File: src/rtl/core/dgpc_pkg.sv
// ----------------------------------------------------------------------------
// dgpc_pkg: shared types and helpers of the disc and grid pixel compositor
// Holds the pixel token that travels down the cell chains, the register index
// codes of the configuration port and the RGB565 half-and-half blend.
// ----------------------------------------------------------------------------
package dgpc_pkg;

  localparam int unsigned COORD_W  = 9;
  localparam int unsigned COLOUR_W = 16;
  localparam int unsigned RADIUS_W = 6;
  localparam int unsigned RSQ_W    = 2 * RADIUS_W;
  localparam int unsigned SQ_W     = 18;            // 511 squared fits in 18 bits
  localparam int unsigned DIST_W   = SQ_W + 1;
  localparam int unsigned CFG_IDX_W = 3;

  localparam logic [RADIUS_W-1:0] RESET_RADIUS  = 6'd12;
  localparam logic [COORD_W-1:0]  RESET_SPACING = 9'd36;
  localparam logic [COLOUR_W-1:0] RESET_FIRST   = 16'hF800;
  localparam logic [COLOUR_W-1:0] RESET_SECOND  = 16'h07E0;
  localparam logic [COLOUR_W-1:0] RESET_THIRD   = 16'h001F;
  localparam logic [COLOUR_W-1:0] RESET_GRID    = 16'hFFFF;
  localparam logic [COLOUR_W-1:0] COLOUR_BLACK  = 16'h0000;

  typedef enum logic [CFG_IDX_W-1:0] {
    REG_DISC_RADIUS   = 3'd0,
    REG_GRID_SPACING  = 3'd1,
    REG_COLOUR_FIRST  = 3'd2,
    REG_COLOUR_SECOND = 3'd3,
    REG_COLOUR_THIRD  = 3'd4,
    REG_GRID_COLOUR   = 3'd5
  } cfg_reg_t;

  // One pixel request in flight.
  typedef struct packed {
    logic                valid;
    logic [COORD_W-1:0]  x;
    logic [COORD_W-1:0]  y;
    logic                off_screen;
    logic [COLOUR_W-1:0] colour;
  } pix_t;

  // Pixel request plus the partial remainders of the grid line test.
  typedef struct packed {
    pix_t               pix;
    logic [COORD_W-1:0] rem_x;
    logic [COORD_W-1:0] rem_y;
  } grid_tok_t;

  // Per-channel average of two RGB565 colours, rounding down.
  function automatic logic [COLOUR_W-1:0] mix_half(input logic [COLOUR_W-1:0] a,
                                                   input logic [COLOUR_W-1:0] b);
    logic [5:0] r;
    logic [6:0] g;
    logic [5:0] bl;
    r  = {1'b0, a[15:11]} + {1'b0, b[15:11]};
    g  = {1'b0, a[10:5]} + {1'b0, b[10:5]};
    bl = {1'b0, a[4:0]} + {1'b0, b[4:0]};
    return {r[5:1], g[6:1], bl[5:1]};
  endfunction

endpackage

File: src/rtl/core/dgpc_disc_cell.sv
// ----------------------------------------------------------------------------
// dgpc_disc_cell: one disc of the compositor chain
// Holds one disc centre, squares the distance to the passing pixel in its
// first stage and compares and blends the disc colour in its second.
// ----------------------------------------------------------------------------
module dgpc_disc_cell (
  input  logic                                clk,
  input  logic                                rst,
  input  logic                                advance,
  input  logic                                load,
  input  logic [dgpc_pkg::COORD_W-1:0]        load_col,
  input  logic [dgpc_pkg::COORD_W-1:0]        load_row,
  input  logic [dgpc_pkg::RSQ_W-1:0]          radius_sq,
  input  logic [dgpc_pkg::COLOUR_W-1:0]       disc_colour,
  input  dgpc_pkg::pix_t                      pix_in,
  output dgpc_pkg::pix_t                      pix_out,
  output logic                                busy
);

  logic [dgpc_pkg::COORD_W-1:0] centre_col;
  logic [dgpc_pkg::COORD_W-1:0] centre_row;

  dgpc_pkg::pix_t             sq_pix;
  logic [dgpc_pkg::SQ_W-1:0]  sq_dx;
  logic [dgpc_pkg::SQ_W-1:0]  sq_dy;

  logic signed [dgpc_pkg::COORD_W:0]     dx;
  logic signed [dgpc_pkg::COORD_W:0]     dy;
  logic signed [2*dgpc_pkg::COORD_W+1:0] dx_prod;
  logic signed [2*dgpc_pkg::COORD_W+1:0] dy_prod;
  logic [dgpc_pkg::DIST_W-1:0]           dist_sq;
  logic                                  hit;
  dgpc_pkg::pix_t                        pix_out_next;

  always_ff @(posedge clk) begin
    if (rst) begin
      centre_col <= '0;
      centre_row <= '0;
    end else if (load) begin
      centre_col <= load_col;
      centre_row <= load_row;
    end
  end

  assign dx      = $signed({1'b0, pix_in.x}) - $signed({1'b0, centre_col});
  assign dy      = $signed({1'b0, pix_in.y}) - $signed({1'b0, centre_row});
  assign dx_prod = dx * dx;
  assign dy_prod = dy * dy;

  // Stage one: squared offsets.
  always_ff @(posedge clk) begin
    if (rst) begin
      sq_pix.valid <= 1'b0;
    end else if (advance) begin
      sq_pix.valid <= pix_in.valid;
    end
  end

  always_ff @(posedge clk) begin
    if (advance) begin
      sq_pix.x          <= pix_in.x;
      sq_pix.y          <= pix_in.y;
      sq_pix.off_screen <= pix_in.off_screen;
      sq_pix.colour     <= pix_in.colour;
      sq_dx             <= dx_prod[dgpc_pkg::SQ_W-1:0];
      sq_dy             <= dy_prod[dgpc_pkg::SQ_W-1:0];
    end
  end

  // Stage two: inside test and blend.
  assign dist_sq = {1'b0, sq_dx} + {1'b0, sq_dy};
  assign hit     = dist_sq <= {{(dgpc_pkg::DIST_W-dgpc_pkg::RSQ_W){1'b0}}, radius_sq};

  always_comb begin
    pix_out_next        = sq_pix;
    pix_out_next.colour = hit ? dgpc_pkg::mix_half(sq_pix.colour, disc_colour)
                              : sq_pix.colour;
  end

  always_ff @(posedge clk) begin
    if (rst) begin
      pix_out.valid <= 1'b0;
    end else if (advance) begin
      pix_out.valid <= pix_out_next.valid;
    end
  end

  always_ff @(posedge clk) begin
    if (advance) begin
      pix_out.x          <= pix_out_next.x;
      pix_out.y          <= pix_out_next.y;
      pix_out.off_screen <= pix_out_next.off_screen;
      pix_out.colour     <= pix_out_next.colour;
    end
  end

  assign busy = sq_pix.valid | pix_out.valid;

endmodule

File: config.mk
export PLATFORM = sky130hd
export DESIGN_NAME = dgpc_disc_cell
export DESIGN_NICKNAME = d
export VERILOG_FILES = /design/src/rtl/core/dgpc_pkg.sv /design/src/rtl/core/dgpc_disc_cell.sv
export SDC_FILE = /design/constraint.sdc
export NUM_CORES = 1
export LEC_CHECK = 0
export ABC_AREA = 1
export ABC_CLOCK_PERIOD_IN_PS = 16200
export BUFFER_PORTS_ARGS = -buffer_cell sky130_fd_sc_hd__buf_2
export CAP_MARGIN = 5
export CORE_ASPECT_RATIO = 0.75
export CORE_MARGIN = 2
export CORE_UTILIZATION = 30
export CTS_BUF_LIST = sky130_fd_sc_hd__clkbuf_4
export DETAILED_ROUTE_END_ITERATION = 6
export GPL_TIMING_DRIVEN = 0
export PLACE_DENSITY = 0.56
export SYNTH_ARGS = -nofsm -noshare
export SYNTH_HDL_FRONTEND = slang
export SYNTH_SLANG_ARGS = --single-unit
File: constraint.sdc
create_clock -name clk -period 16.2 [get_ports clk]
set_clock_uncertainty 0.1 [all_clocks]
set_input_delay 0.81 -clock clk [delete_from_list [all_inputs] [get_ports clk]]
set_output_delay 0.81 -clock clk [all_outputs]
set_load 0.005 [all_outputs]
# Word level (Yosys, flattened, before mapping)

Cells that the tools add are included.

$add $sub $neg: 6
Multipliers: 2
Div/mod/pow operators: 0
Order comparisons: 1
Equality and inequality tests: 0
Shift operators: 0
Mux-type cells: 1
Bitwise gates (word level): 1
Reduce and logical (&&, ||, !) cells: 0

Operators with widths:

| cell                                             | number |
|---|---|
| 10-bit by 10-bit multiplier with 18-bit output   | 2 |
| 9-bit by 9-bit subtractor with 10-bit output     | 2 |
| 18-bit by 18-bit adder with 19-bit output        | 1 |
| 19-bit by 12-bit <= comparator with 1-bit output | 1 |
| 16-bit two-way mux                               | 1 |
| 5-bit by 5-bit adder with 6-bit output           | 2 |
| 6-bit by 6-bit adder with 7-bit output           | 1 |
| 1-bit bitwise OR                                 | 1 |

Register bits: 126
Bits in latches: 0
Memory bits (writable): 0
ROM bits: 0
Input port bits: 86
Output and inout bits: 37
Logic and storage cells: 25
Memories kept: 0

# Depth between registers and ports, before layout

Word-level depth: 3
Gate-level depth with buffers: 32
Gate-level depth less buffers: 32

# Least setup slack after synthesis

No wires, ideal clock.

Path kind: in2reg
From: in pix_in[26] (netlist name)
To: reg sq_dx[14] (netlist name), data pin
Library setup time: 0.265 ns
Arrival: 6.328 ns
Required time: 15.835 ns
Slack: 9.507 ns
Cell stages on the path: 32
Path buffers: 0
Cells stage by stage: inv_1 ha_1 inv_1 fa_1 nand3_1 nand2_1 nand2_1 nand2_1 a21oi_1 or2_2 nand2_1 a21oi_1 xor2_1 nor2_1 inv_1 fa_1 fa_1 inv_1 fa_1 fa_1 inv_1 fa_1 inv_1 ha_1 nand2_1 inv_1 nand4_1 o211ai_1 a21o_1 a21oi_1 o21ai_0 xor2_1

Word-level cells in the longest chain between the ends: 2

RTL lines:

| item                                           | line                 | RTL |
|---|---|---|
| from (decl)                                    | dgpc_disc_cell.sv:15 | `input dgpc_pkg::pix_t pix_in,` |
| 9-bit by 9-bit subtractor with 10-bit output   | dgpc_disc_cell.sv:45 | `assign dx = $signed({1'b0, pix_in.x}) - $signed({1'b0, centre_col});` |
| 10-bit by 10-bit multiplier with 18-bit output | dgpc_disc_cell.sv:47 | `assign dx_prod = dx * dx;` |
| via dx_prod, one bit                           | dgpc_disc_cell.sv:29 | `logic signed [2*dgpc_pkg::COORD_W+1:0] dx_prod;` |
| to (signal assigned)                           | dgpc_disc_cell.sv:65 | `sq_dx <= dx_prod[dgpc_pkg::SQ_W-1:0];` |
| to (decl)                                      | dgpc_disc_cell.sv:24 | `logic [dgpc_pkg::SQ_W-1:0] sq_dx;` |

The timed path passes the listed nets, and every way through them passes these cells.
A chain may end at the register's enable or synchronous reset.

# Final worst setup path

From: in pix_in[26] (netlist name)
To: reg sq_dx[15] (netlist name), data pin

The elaborated chain is that of the path after synthesis.

==> metrics <==
status finished clean; final WL 28700 um; number of global-route vias before repair 9592; synthesized instance count 1448; post-synthesis sequential area ratio 27.0%; multiplexer share of the synthesized area 0%; multi-input logic area 8100 um^2; Reg-to-Reg Start centre_col[0]; FF-to-FF setup slack 9.28 ns; Synth Area in Simple Gates 14.5%; grt ovf 0; Mapped Area 13000 um^2; Die ar. 45100 um^2; Mean Syn Cell Area 9.00 um^2; Final Max Slew Viols 0; GR Util met2 19.4%; CP max-delay cell xor2_1; RSZ-0062 raised after global routing no; CTS H-tree depth 4; Final Critical Period 6.96 ns; yosys warns 0; main flop type after synthesis edfxtp_1; DRT antenna net count 0; Largest stage delay, worst path 0.64 ns; met3 usage 3.51%; worst path required time 16.45 ns; setup tns final 0 ns; layout cell share with drive strength beyond 1 10.7%; Core Area 43100 um^2; dominant combinational cell family by area after synthesis adder cells; number of flops mapped to enable cells by yosys 104; Die H 185 um; crit path launch pix_in[26]; nets@finish 1967; crit path max fanout 8; vias per cell 4.30; Avg WL per Cell 13.1 um; slew at the pin closest to its max-slew limit 0.957 ns; Most Used Layer, Global Route met1; Synth Area in Adders 36.6%; Clock Tree Root clkbuf_4; Syn Nets 1826; met1 Use GR 19.5%; clock slew at reported path FFs 0.15 ns; area added between synthesis and finish 12.8%; period utilization 43.0%; CP arrival 7.21 ns; FP Rows 66; Top cell by count, worst path inv_1; Num CTS Buffers 17; hold_sp pix_in[12]; endpoints failing hold 0; initial core utilization 30.2%; FF/Latch Area 3520 um^2; Final GP Congestion 0.867; hold bufs inserted after CTS 0; synthesized flop and latch total 124; gr usage total 13.3%; slew margin rel. 36.0%; Ports 123; Max clock buf depth 2; Fillers 4505; TritonCTS clock tree built; clk_lat worst skew 0.63 ns; via count 9392; Hold Path Class input port to flop; largest net degree at the start of global routing 71; clk sinks 124; drt drc 0; TritonRoute pass-1 iters 5; initial antenna violation count 2; drt initial violations 426; # resized after CTS 0; # setup viols final 0; startpoint types input port; asr flop ratio synth 0%; maxcap violations 0; Post-CTS Repair Setup Buffers 0; first-pass GRT wire length 47600 um; dpl hpwl 24000 um; CP endpoint kind flop; die extent in x 245 um; CP Class input port to flop; Synth Area in Compound Gates 5.92%; Max Fclk 144 MHz; Post-Synth XOR/XNOR Area 5.10%; Yosys cell types 41; IO buf count 121
## final cells by class
cell class | instances | area share, %
Buffer | 14 | 0.477
Sequential cell | 124 | 24.0
Antenna cell | 2 | 0.0340
Clock inverter | 15 | 1.20
Clock buffer | 17 | 0.868
Tap cell | 578 | 4.92
Inverter | 358 | 9.14
Multi-Input combinational cell | 952 | 55.1
Timing Repair Buffer | 122 | 4.32
## Yosys cell counts, types with 2 or more instances
cell / number / area, um^2
nand4_1: 11 / 68.8
a21o_1: 5 / 37.5
a21oi_1: 72 / 360
nor3_1: 10 / 50.1
dfxtp_1: 20 / 400
fa_1: 148 / 2960
nor2_1: 113 / 424
ha_1: 144 / 1800
or2_2: 4 / 25.0
nor3_2: 2 / 20.0
a211oi_1: 18 / 135
o21ai_0: 18 / 90.1
xor2_1: 45 / 394
o21bai_1: 7 / 52.6
edfxtp_1: 104 / 3120
nand3_1: 55 / 275
inv_1: 354 / 1330
buf_2: 2 / 10.0
nand3_2: 3 / 30.0
clkinv_1: 4 / 15.0
nand2_1: 244 / 916
and2_1: 3 / 18.8
o21a_1: 3 / 22.5
xnor2_1: 29 / 254
and3_1: 2 / 12.5
o2111ai_1: 2 / 17.5
o221ai_1: 2 / 17.5
nor2_2: 2 / 12.5
clkbuf_1: 10 / 37.5
## worst max-delay path: cells and delay by family
family	cells	cell delay (ns)
adder cells (fa/ha/maj)	8	3.23
AND/OR/NAND/NOR	9	0.88
AO/OA/AOI/OAI	5	0.84
XOR/XNOR	2	0.79
buffers and inverters	8	0.66
## layout by cell type (no fill, tap or decap), types with 11 or more instances in the layout
master    netlist  routed
a211oi_1       18      18
a21oi_1        72      72
buf_2           2     122
clkbuf_4        0      17
dfxtp_1        20      20
edfxtp_1      104     104
fa_1          148     148
ha_1          144     144
inv_1         354     354
nand2_1       244     244
nand3_1        55      55
nand4_1        11      11
nor2_1        113     113
o21ai_0        18      18
xnor2_1        29      29
xor2_1         45      45
## metal layers
metal  routed length, um  vias to the layer above
met1               15000                     4344
met3                1910                       18
met2               11500                      208
li1                    -                     4818
met5                  26                        -
met4                 264                        4
## cell families (layout without fill, tap and decap cells)
group,count (synthesis),count (layout)
AO/OA/AOI/OAI,132,132
XOR/XNOR,75,75
adder cells (fa/ha/maj),292,292
buffers and inverters,372,526
flip-flops,124,124
other,0,2
AND/OR/NAND/NOR,453,453
## state kept, by name (all words and copies together), names as in the netlist
| signal | flops |
|---|---|
| pix_out_next | 20 |
| sq_dx | 17 |
| centre_col | 9 |
| sq_pix | 16 |
| pix_out | 36 |
| sq_dy | 17 |
| centre_row | 9 |
## worst paths after layout
kind / to / depth (start not counted)
worst max-delay path: sq_dx[15] / 32
worst min-delay path: sq_pix[12] / 1
worst max register to register: sq_dx[15] / 30
worst min register to register: pix_out[32] / 0
## per-stage QoR
stage          utilization (%)  std cells  worst slack (ns)  hold WS, ns  area [um^2]
2_1_floorplan                -       1448              9.51        0.300        13000
6_report                  34.1       2182              9.24        0.277        14700
3_3_place_gp              33.3       2147              8.73        0.303        14400
4_1_cts                   34.1       2180              9.32        0.201        14700
5_1_grt                   34.1       2180              8.74        0.213        14700
3_5_place_dp              33.4       2148              8.68        0.305        14400
Power is not shown: default switching activity piles up to over one toggle a cycle in this logic, so the estimate is an artifact.
