==> config.mk <==
export PLATFORM = sky130hd
export DESIGN_NAME = dgpc_grid_cell
export DESIGN_NICKNAME = d
export VERILOG_FILES = /design/src/rtl/core/dgpc_pkg.sv /design/src/rtl/core/dgpc_grid_cell.sv
export SDC_FILE = /design/constraint.sdc
export NUM_CORES = 1
export LEC_CHECK = 0
export BUFFER_PORTS_ARGS = -buffer_cell sky130_fd_sc_hd__clkbuf_2
export CORE_MARGIN = 4
export CORE_UTILIZATION = 51
export CTS_CLUSTER_DIAMETER = 30
export DETAILED_ROUTE_END_ITERATION = 10
export GPL_TIMING_DRIVEN = 1
export PLACE_DENSITY = 0.85
export SLEW_MARGIN = 5
export SYNTH_ARGS = -nofsm -noshare
export SYNTH_HDL_FRONTEND = slang
export SYNTH_SLANG_ARGS = --single-unit
==> constraint.sdc <==
create_clock -name clk -period 5.41 [get_ports clk]
set_input_delay 1.623 -clock clk [delete_from_list [all_inputs] [get_ports clk]]
set_output_delay 1.623 -clock clk [all_outputs]
set_load 0.05 [all_outputs]
==> src/rtl/core/dgpc_pkg.sv <==
// ----------------------------------------------------------------------------
// dgpc_pkg: shared types and helpers of the disc and grid pixel compositor
// Holds the pixel token that travels down the cell chains, the register index
// codes of the configuration port and the RGB565 half-and-half blend.
// ----------------------------------------------------------------------------
package dgpc_pkg;

  localparam int unsigned COORD_W  = 9;
  localparam int unsigned COLOUR_W = 16;
  localparam int unsigned RADIUS_W = 6;
  localparam int unsigned RSQ_W    = 2 * RADIUS_W;
  localparam int unsigned SQ_W     = 18;            // 511 squared fits in 18 bits
  localparam int unsigned DIST_W   = SQ_W + 1;
  localparam int unsigned CFG_IDX_W = 3;

  localparam logic [RADIUS_W-1:0] RESET_RADIUS  = 6'd12;
  localparam logic [COORD_W-1:0]  RESET_SPACING = 9'd36;
  localparam logic [COLOUR_W-1:0] RESET_FIRST   = 16'hF800;
  localparam logic [COLOUR_W-1:0] RESET_SECOND  = 16'h07E0;
  localparam logic [COLOUR_W-1:0] RESET_THIRD   = 16'h001F;
  localparam logic [COLOUR_W-1:0] RESET_GRID    = 16'hFFFF;
  localparam logic [COLOUR_W-1:0] COLOUR_BLACK  = 16'h0000;

  typedef enum logic [CFG_IDX_W-1:0] {
    REG_DISC_RADIUS   = 3'd0,
    REG_GRID_SPACING  = 3'd1,
    REG_COLOUR_FIRST  = 3'd2,
    REG_COLOUR_SECOND = 3'd3,
    REG_COLOUR_THIRD  = 3'd4,
    REG_GRID_COLOUR   = 3'd5
  } cfg_reg_t;

  // One pixel request in flight.
  typedef struct packed {
    logic                valid;
    logic [COORD_W-1:0]  x;
    logic [COORD_W-1:0]  y;
    logic                off_screen;
    logic [COLOUR_W-1:0] colour;
  } pix_t;

  // Pixel request plus the partial remainders of the grid line test.
  typedef struct packed {
    pix_t               pix;
    logic [COORD_W-1:0] rem_x;
    logic [COORD_W-1:0] rem_y;
  } grid_tok_t;

  // Per-channel average of two RGB565 colours, rounding down.
  function automatic logic [COLOUR_W-1:0] mix_half(input logic [COLOUR_W-1:0] a,
                                                   input logic [COLOUR_W-1:0] b);
    logic [5:0] r;
    logic [6:0] g;
    logic [5:0] bl;
    r  = {1'b0, a[15:11]} + {1'b0, b[15:11]};
    g  = {1'b0, a[10:5]} + {1'b0, b[10:5]};
    bl = {1'b0, a[4:0]} + {1'b0, b[4:0]};
    return {r[5:1], g[6:1], bl[5:1]};
  endfunction

endpackage

==> src/rtl/core/dgpc_grid_cell.sv <==
// ----------------------------------------------------------------------------
// dgpc_grid_cell: one remainder step of the grid line test
// Brings in one bit of the row and column and reduces both running
// remainders modulo the grid spacing.
// ----------------------------------------------------------------------------
module dgpc_grid_cell #(
  parameter int unsigned BIT_POS = 8
) (
  input  logic                          clk,
  input  logic                          rst,
  input  logic                          advance,
  input  logic [dgpc_pkg::COORD_W-1:0]  spacing,
  input  dgpc_pkg::grid_tok_t           tok_in,
  output dgpc_pkg::grid_tok_t           tok_out
);

  logic [dgpc_pkg::COORD_W:0]   shift_x;
  logic [dgpc_pkg::COORD_W:0]   shift_y;
  logic [dgpc_pkg::COORD_W:0]   diff_x;
  logic [dgpc_pkg::COORD_W:0]   diff_y;
  logic [dgpc_pkg::COORD_W-1:0] rem_x_next;
  logic [dgpc_pkg::COORD_W-1:0] rem_y_next;

  assign shift_x = {tok_in.rem_x, tok_in.pix.x[BIT_POS]};
  assign shift_y = {tok_in.rem_y, tok_in.pix.y[BIT_POS]};
  assign diff_x  = shift_x - {1'b0, spacing};
  assign diff_y  = shift_y - {1'b0, spacing};

  // The running remainder stays below the spacing, so it fits the row width.
  assign rem_x_next = (shift_x >= {1'b0, spacing}) ? diff_x[dgpc_pkg::COORD_W-1:0]
                                                   : shift_x[dgpc_pkg::COORD_W-1:0];
  assign rem_y_next = (shift_y >= {1'b0, spacing}) ? diff_y[dgpc_pkg::COORD_W-1:0]
                                                   : shift_y[dgpc_pkg::COORD_W-1:0];

  always_ff @(posedge clk) begin
    if (rst) begin
      tok_out.pix.valid <= 1'b0;
    end else if (advance) begin
      tok_out.pix.valid <= tok_in.pix.valid;
    end
  end

  always_ff @(posedge clk) begin
    if (advance) begin
      tok_out.pix.x          <= tok_in.pix.x;
      tok_out.pix.y          <= tok_in.pix.y;
      tok_out.pix.off_screen <= tok_in.pix.off_screen;
      tok_out.pix.colour     <= tok_in.pix.colour;
      tok_out.rem_x          <= rem_x_next;
      tok_out.rem_y          <= rem_y_next;
    end
  end

endmodule

# Word level (Yosys, flattened, before mapping)
# Cells that the tools add are included.
[totals] reg_bits=54 output_inout_bits=54 word_cells=13
[classes] n_addsub=2 magnitude_cmp=2 muxes=2
[op_table] operator="10-bit by 9-bit >= comparator with 1-bit output" count=2
[op_table] operator="9-bit 2-to-1 mux" count=2
[op_table] operator="9-bit subtractor" count=2

# Logic depth before layout (Yosys ltp)
# Gate-level depths: netlist (run 1).
[logic_depth] word_depth=2 depth_mapped=10 ltp_nobuf=9

# Least setup slack after synthesis (run 1)
# Ideal clock, no wire load.
[synth_timing] path_kind="input -> register" startpoint="in tok_in[43] (netlist name)" endpoint="reg tok_out[1] (netlist name), data pin" setup_time_ns=0.262 arrival_time_ns=3.357 required_time_ns=5.148 path_slack_ns=1.791 stages=10 n_path_buf=1 path_cell_list="inv_1 ha_1 inv_1 fa_1 a21o_1 a211oi_2 o31ai_1 a21o_1 buf_4 mux2_1"
[synth_via] elab_chain_len=2
[synth_lines] item="start: declaration" line="dgpc_grid_cell.sv:13" text="input dgpc_pkg::grid_tok_t tok_in,"
[synth_lines] item="9-bit subtractor / 10-bit by 9-bit >= comparator with 1-bit output (equally long branches)" line="dgpc_grid_cell.sv:27, dgpc_grid_cell.sv:32"
[synth_lines] item="9-bit 2-to-1 mux (*)" line="dgpc_grid_cell.sv:32" text="assign rem_y_next = (shift_y >= {1'b0, spacing}) ? diff_y[dgpc_pkg::COORD_W-1:0]"
[synth_lines] item="via rem_y_next (one bit)" line="dgpc_grid_cell.sv:22" text="logic [dgpc_pkg::COORD_W-1:0] rem_y_next;"
[synth_lines] item="end: declaration" line="dgpc_grid_cell.sv:14" text="output dgpc_pkg::grid_tok_t tok_out"
# The timed path passes the listed nets; every way through them passes the cells marked *.
# A chain may end at the register's enable or synchronous reset.

# Worst setup path in the final report (run 1)
[layout_timing] startpoint="in tok_in[52] (netlist name)" endpoint="reg tok_out[10] (netlist name), data pin"
[layout_via] elab_chain_len=2
[layout_lines] item="9-bit subtractor / 10-bit by 9-bit >= comparator with 1-bit output (equally long branches)" line="dgpc_grid_cell.sv:26, dgpc_grid_cell.sv:30"
[layout_lines] item="9-bit 2-to-1 mux (*)" line="dgpc_grid_cell.sv:30" text="assign rem_x_next = (shift_x >= {1'b0, spacing}) ? diff_x[dgpc_pkg::COORD_W-1:0]"
[layout_lines] item="via rem_x_next (one bit)" line="dgpc_grid_cell.sv:21" text="logic [dgpc_pkg::COORD_W-1:0] rem_x_next;"
# Marked as above.

==> impl_metrics.toml, run 1 <==
[clock_tree]
cts_tree = "done"
hold_buffers = 0
clockBufferDepth = 2
cts_root_buf = "clkbuf_8"
clk_pin_slew_ns = 0.09
clock_latency_ns = 0.30
cts.sinks = 54
cts.htree.levels = 2
post_cts_buffers = 0
numCtsBuffers = 5
cts-resized-gates = 0

[global_route]
grt_pass1_vias = 1956
grt_util_met1_pct = 20.4
grt.total_usage_pct = 18.4
busiest_layer = "met2"
grt_pass1_wl_mm = 9.17
grt_util_met2_pct = 34.5
overflow = 0
use_met3_pct = 4.66
grt_max_degree = 55
antenna_found_initial = 0

[route]
wire_per_inst_um = 15.5
routed_via_density = 5.24
drtIter0Drc = 70
dr_total_vias = 2011
drt_wl_total_mm = 5.94
dr.pass1.iters = 4
drc = 0
drtAntennaViolNets = 0

[finish]
top_regs = "tok_out x54"
postLayoutCellArea_um2 = 3460
num_antenna_cells = 0
fin_nets = 400
fillers = 398
drive_above_1_share_pct = 43.9
top_register = "tok_out"
areaGrowthSynthToFinish_pct = 27.4
largest_reg_flops = 54

[yosys]
ys_seq_elements = 54
syn-mean-instance-area_um2 = 14.3
ys_types = 46
syn_nets = 276
ys_seq_area_share_pct = 59.3
yosysWarnings = 0
synthesis.area_um2 = 2720
syn_inst = 190

[run]
cap_violations = 0

[sta]
finalSetupViolCount = 0
fin_crit_sh_pct = 67.1
finalWorstSetupSlack_ns = 1.78
hold_violations = 0
clock_skew_ns = 0
finalSetupTns_ns = 0
rsz0062_at_grt = "false"
finalCriticalPeriod_ns = 3.63
drv_slew = 0
max-slew-margin-rel_pct = 55.1
tightest_slew_ns = 0.673
max_freq_ghz = 0.276

[floorplan]
start_util_pct = 52.9
core_um2 = 5140
num_rows = 26
io_pins = 120
design.die.area_um2 = 6560
die_y_um = 81.0
fp.dieW_um = 81.0

[power_and_ir_drop]
p_per_area_nw_per_um2 = 316
p_leak_nw = 1.60
vdd_drop_max_mv = 0.150

[worst_setup_path]
cp_max_fo = 9
slowest_stage = "a41o_1"
arrival_ns = 3.68
crit_path_end_kind = "register"
crit_path_cell_trace = "clkbuf_2 -> inv_1 -> ha_1 -> inv_1 -> fa_1 -> a21o_1 -> a21oi_1 -> o21ai_1 -> a41o_1 -> mux2_4"
worstSetupStartpointType = "primary input"
required_ns = 5.46
slowest_delay_ns = 0.44
cp_common_cell = "inv_1"
path_class = "in2reg"

[placed_design]
placed_area_um2 = 3380
gp_congestion = 0.883
post-place-ws_ns = 1.48
place_hpwl_mm = 4.95
io_buffers = 119

[worst_hold_path]
hold_class = "reg2reg"

[run_status]
status = "completed"
-- per-stage QoR --
| step | total power, mW | util (%) | instances | hold slack, ns |
|---|---|---|---|---|
| 3_5_place_dp | 0.893 | 65.7 | 377 | 0.493 |
| 2_1_floorplan | 0.801 | - | 190 | 0.733 |
| 4_1_cts | 1.10 | 67.4 | 384 | 0.515 |
| 3_3_place_gp | 0.884 | 65.7 | 377 | 0.473 |
| 5_1_grt | 1.15 | 67.4 | 384 | 0.549 |
| 6_report | 1.09 | 67.4 | 384 | 0.507 |
-- report_power, final --
| part | total (mW) | switching (mW) | internal, mW |
|---|---|---|---|
| logic | 0.358 | 0.246 | 0.112 |
| clock network | 0.214 | 0.126 | 0.0886 |
| registers | 0.522 | 0.0111 | 0.511 |
| total | 1.09 | 0.382 | 0.712 |
-- cell usage after synthesis (all sizes together) --
cell / number / area, um^2
o21a: 4 / 30.0
nand3b: 1 / 7.51
edfxtp: 53 / 1590
xor2: 2 / 17.5
o31ai: 2 / 15.0
o21bai: 1 / 7.51
nor2b: 2 / 12.5
and4: 1 / 8.76
or4b: 1 / 10.0
o22ai: 1 / 6.26
o311ai: 1 / 8.76
a221oi: 1 / 8.76
a211oi: 2 / 20.0
o21ai: 4 / 20.0
a2111oi: 1 / 8.76
a21boi: 1 / 7.51
nor3: 4 / 20.0
a21oi: 11 / 58.8
dfxtp: 1 / 20.0
a41o: 1 / 10.0
fa: 2 / 40.0
nor2: 9 / 33.8
mux2: 15 / 199
ha: 18 / 225
nand2: 2 / 7.51
and3: 1 / 6.26
mux2i: 5 / 50.1
a31oi: 1 / 6.26
or4: 1 / 7.51
o31a: 1 / 8.76
o2111ai: 1 / 8.76
nand3: 3 / 15.0
a2111o: 1 / 11.3
nand4: 1 / 6.26
and2: 1 / 6.26
buf: 3 / 30.0
a21o: 5 / 37.5
xnor2: 6 / 52.6
inv: 18 / 67.6
a311o: 1 / 10.0
-- worst paths after layout --
check / from / endpoint / slack [ns] / cells past startpoint
worst min register to register: tok_out[53]$_SDFFE_PP0P_ / tok_out[53]$_SDFFE_PP0P_ / 0.51 / 2
worst max-delay path: tok_in[52] / tok_out[10]$_DFFE_PP_ / 1.78 / 10
worst max register to register: tok_out[53]$_SDFFE_PP0P_ / tok_out[53]$_SDFFE_PP0P_ / 4.82 / 2
worst min-delay path: tok_out[53]$_SDFFE_PP0P_ / tok_out[53]$_SDFFE_PP0P_ / 0.51 / 2
-- layer usage --
metal	up-vias	part of all wire [%]
met5	-	0
met4	0	0.61
met3	4	9.6
met2	92	51
met1	944	39
li1	971	-
-- logic make-up after synthesis --
kind of cell | Yosys count | synth area share [%]
fa+ha+maj | 20 | 9.76
compound gates | 40 | 10.4
flops | 54 | 59.3
xor+xnor | 8 | 2.58
simple gates | 27 | 5.20
buf+inv | 21 | 3.59
mux | 20 | 9.16
-- layout make-up --
class | count | area [um^2] | area share (%)
clock buffers | 5 | 68.8 | 1.99
clock inverters | 2 | 15.0 | 0.434
inverters | 18 | 67.6 | 1.95
multi-input cells | 115 | 1010 | 29.2
flip-flops and latches | 54 | 1610 | 46.5
well taps | 70 | 87.6 | 2.53
repair buffers | 120 | 603 | 17.4
-- critical path: cells and delay by family --
kind | cells | cell delay, ns
buffers and inverters | 3 | 0.22
muxes | 1 | 0.37
adders and majority gates | 2 | 0.60
AOI/OAI and AO/OA | 4 | 0.86
-- placed cells by master, fill, tap and decap left out, drive strengths merged, types with 5 or more instances in the layout --
master / synthesis / layout
mux2i: 5 / 5
ha: 18 / 18
a21oi: 11 / 11
nor2: 9 / 9
inv: 18 / 18
a21o: 5 / 5
clkbuf: 0 / 124
mux2: 15 / 15
edfxtp: 53 / 53
xnor2: 6 / 6
(Power assumes the default switching activity.)
==> inputs of run 2 (changes only) <==
--- a/config.mk
+++ b/config.mk
@@ -5,13 +5,14 @@
 export SDC_FILE = /design/constraint.sdc
 export NUM_CORES = 1
 export LEC_CHECK = 0
+export ABC_AREA = 1
 export BUFFER_PORTS_ARGS = -buffer_cell sky130_fd_sc_hd__clkbuf_2
 export CORE_MARGIN = 4
-export CORE_UTILIZATION = 51
+export CORE_UTILIZATION = 49
 export CTS_CLUSTER_DIAMETER = 30
 export DETAILED_ROUTE_END_ITERATION = 10
 export GPL_TIMING_DRIVEN = 1
-export PLACE_DENSITY = 0.85
+export PLACE_DENSITY = 0.81
 export SLEW_MARGIN = 5
 export SYNTH_ARGS = -nofsm -noshare
 export SYNTH_HDL_FRONTEND = slang
==> constraint.sdc (replaced) <==
create_clock -name clk -period 3.4 [get_ports clk]
set_input_delay 1.02 -clock clk [delete_from_list [all_inputs] [get_ports clk]]
set_output_delay 1.02 -clock clk [all_outputs]
set_load 0.05 [all_outputs]
==> run 2 against run 1 <==
  * Cell count rose by 32%
  * Register-to-register slack lost 2.0 ns
  * Clock skew is the same
  * Worst hold slack improved by 0.034 ns
  * Sequential share of layout area decreased by 3.7 points
  * Synthesized cell count rose by 61%
  * Setup slack got worse by 0.79 ns
  * Global-route usage increased by 0.91 points
==> impl_metrics.toml, run 2 <==
[clock_tree]
cts_tree = "done"
numCtsBuffers = 5
cts.htree.levels = 2
clockBufferDepth = 2
cts-resized-gates = 0
clock_latency_ns = 0.29
cts.sinks = 54
post_cts_buffers = 0
cts_root_buf = "clkbuf_8"
clk_pin_slew_ns = 0.09
hold_buffers = 0

[sta]
max_freq_ghz = 0.416
finalSetupViolCount = 0
tightest_slew_ns = 0.684
finalCriticalPeriod_ns = 2.40
rsz0062_at_grt = "false"
max-slew-margin-rel_pct = 54.4
hold_violations = 0
drv_slew = 0
finalWorstSetupSlack_ns = 0.996
clock_skew_ns = 0
finalSetupTns_ns = 0
fin_crit_sh_pct = 70.7

[yosys]
synth_area_leader_cell = "edfxtp_1"
yosysMostFrequentCell = "nand2_1"
ys_seq_elements = 54
syn_inst = 305
synthesis.area_um2 = 2970
synth_top_area_share_pct = 53.6
synth_area_leaders = "edfxtp_1 (54%), nand2_1 (13%), ha_1 (7.6%), inv_1 (5.6%), nand3_1 (5.4%)"
yosysWarnings = 0
synthArstFlopShare_pct = 0
synth_common_cells = "nand2_1 (101), edfxtp_1 (53), inv_1 (44), nand3_1 (32), ha_1 (18)"
synth_ff_type = "edfxtp_1"
syn-mean-instance-area_um2 = 9.73
ys_types = 24
ys_seq_area_share_pct = 54.3
syn_nets = 391
synth-edff-count = 53

[finish]
top_register = "tok_out"
final_cell_mix = "clkbuf_2 (119), nand2_1 (101), edfxtp_1 (53), inv_1 (44), nand3_1 (32)"
top_regs = "tok_out x54"
num_antenna_cells = 0
drive_above_1_share_pct = 35.7
mostFrequentLayoutCell = "clkbuf_2"
areaGrowthSynthToFinish_pct = 26.8
fin_nets = 516
largest_reg_flops = 54

[global_route]
grt.total_usage_pct = 19.3
grt_max_degree = 55
grt_pass1_wl_mm = 11.2
grt_pass1_vias = 2326
antenna_found_initial = 0
overflow = 0

[route]
routed_via_density = 4.91
dr_total_vias = 2486
drt_wl_total_mm = 7.15
drtAntennaViolNets = 0
dr.pass1.iters = 4
wire_per_inst_um = 14.1
drc = 0
drtIter0Drc = 82

[floorplan]
start_util_pct = 50.4
num_rows = 28
fp.dieW_um = 85.8
die_y_um = 85.8
design.die.area_um2 = 7370
core_um2 = 5890
io_pins = 120

[placed_design]
io_buffers = 119
place_hpwl_mm = 5.83
gp_congestion = 0.894
post-place-ws_ns = 0.714

[run]
cap_violations = 0

[worst_setup_path]
required_ns = 3.46
worstSetupStartpointType = "primary input"
cp_max_fo = 10
crit_path_end_kind = "register"
path_class = "in2reg"
arrival_ns = 2.46

[power_and_ir_drop]
vdd_drop_max_mv = 0.265
p_per_area_nw_per_um2 = 489
p_leak_nw = 1.95

[run_status]
status = "completed"

[worst_hold_path]
hold_class = "reg2reg"
==> run 2: worst paths after layout <==
check / startpoint / to / slack, ns / cells after the start
hold / removal: tok_out[53]$_SDFFE_PP0P_ / tok_out[53]$_SDFFE_PP0P_ / 0.54 / 2
setup reg to reg: tok_out[53]$_SDFFE_PP0P_ / tok_out[53]$_SDFFE_PP0P_ / 2.79 / 2
setup / recovery: tok_in[43] / tok_out[0]$_DFFE_PP_ / 1.0 / 11
hold reg to reg: tok_out[53]$_SDFFE_PP0P_ / tok_out[53]$_SDFFE_PP0P_ / 0.54 / 2
==> run 2: area by class of cell <==
cell class / count / area (um^2)
clock inverters: 2 / 37.5
flip-flops and latches: 54 / 1610
clock buffers: 6 / 72.6
multi-input cells: 201 / 1160
well taps: 75 / 93.8
repair buffers: 120 / 603
inverters: 48 / 180
fillers: 493 / 2120
==> run 2: per-stage QoR <==
stage	instances	total power [mW]	area [um^2]	hold slack, ns	util, %
final	506	1.84	3760	0.542	63.9
after detailed placement	498	1.44	3650	0.541	62.1
after CTS	506	1.86	3760	0.549	63.9
after global placement	498	1.43	3650	0.481	62.1
after floorplan	305	1.28	2970	0.733	-
after global routing	506	1.94	3760	0.599	63.9
==> run 2: logic make-up after synthesis <==
kind of cell             Yosys count  synth area share [%]
AND/OR/NAND/NOR                  167                  26.9
AO/OA/AOI/OAI                      7                  1.31
buffers and inverters             50                  6.49
multiplexers                       1                 0.337
flip-flops                        54                  54.3
adder cells (fa/ha/maj)           20                  8.93
XOR/XNOR                           6                  1.77
==> run 2: power by group <==
part | switching, mW | internal (mW)
Clock | 0.198 | 0.220
Sequential | 0.0182 | 0.812
Combinational | 0.439 | 0.153
Total | 0.655 | 1.18
==> run 2: routing by layer <==
metal	wire (um)	GRT usage (%)	part of all wire, %	vias up
li1	-	-	-	1242
met1	3100	24.9	43	1130
met2	3400	33.1	48	105
met3	572	4.23	8.0	9
met4	80	4.75	1.1	0
met5	0	0	0	-
==> run 2: critical path, stage by stage <==
cell	delay, ns
clkbuf_2	0.10
inv_1	0.05
ha_1	0.13
inv_1	0.07
fa_1	0.43
nand3_2	0.11
nand3_2	0.08
nand2_2	0.20
nand2_4	0.12
nand2_1	0.09
nand2_1	0.06
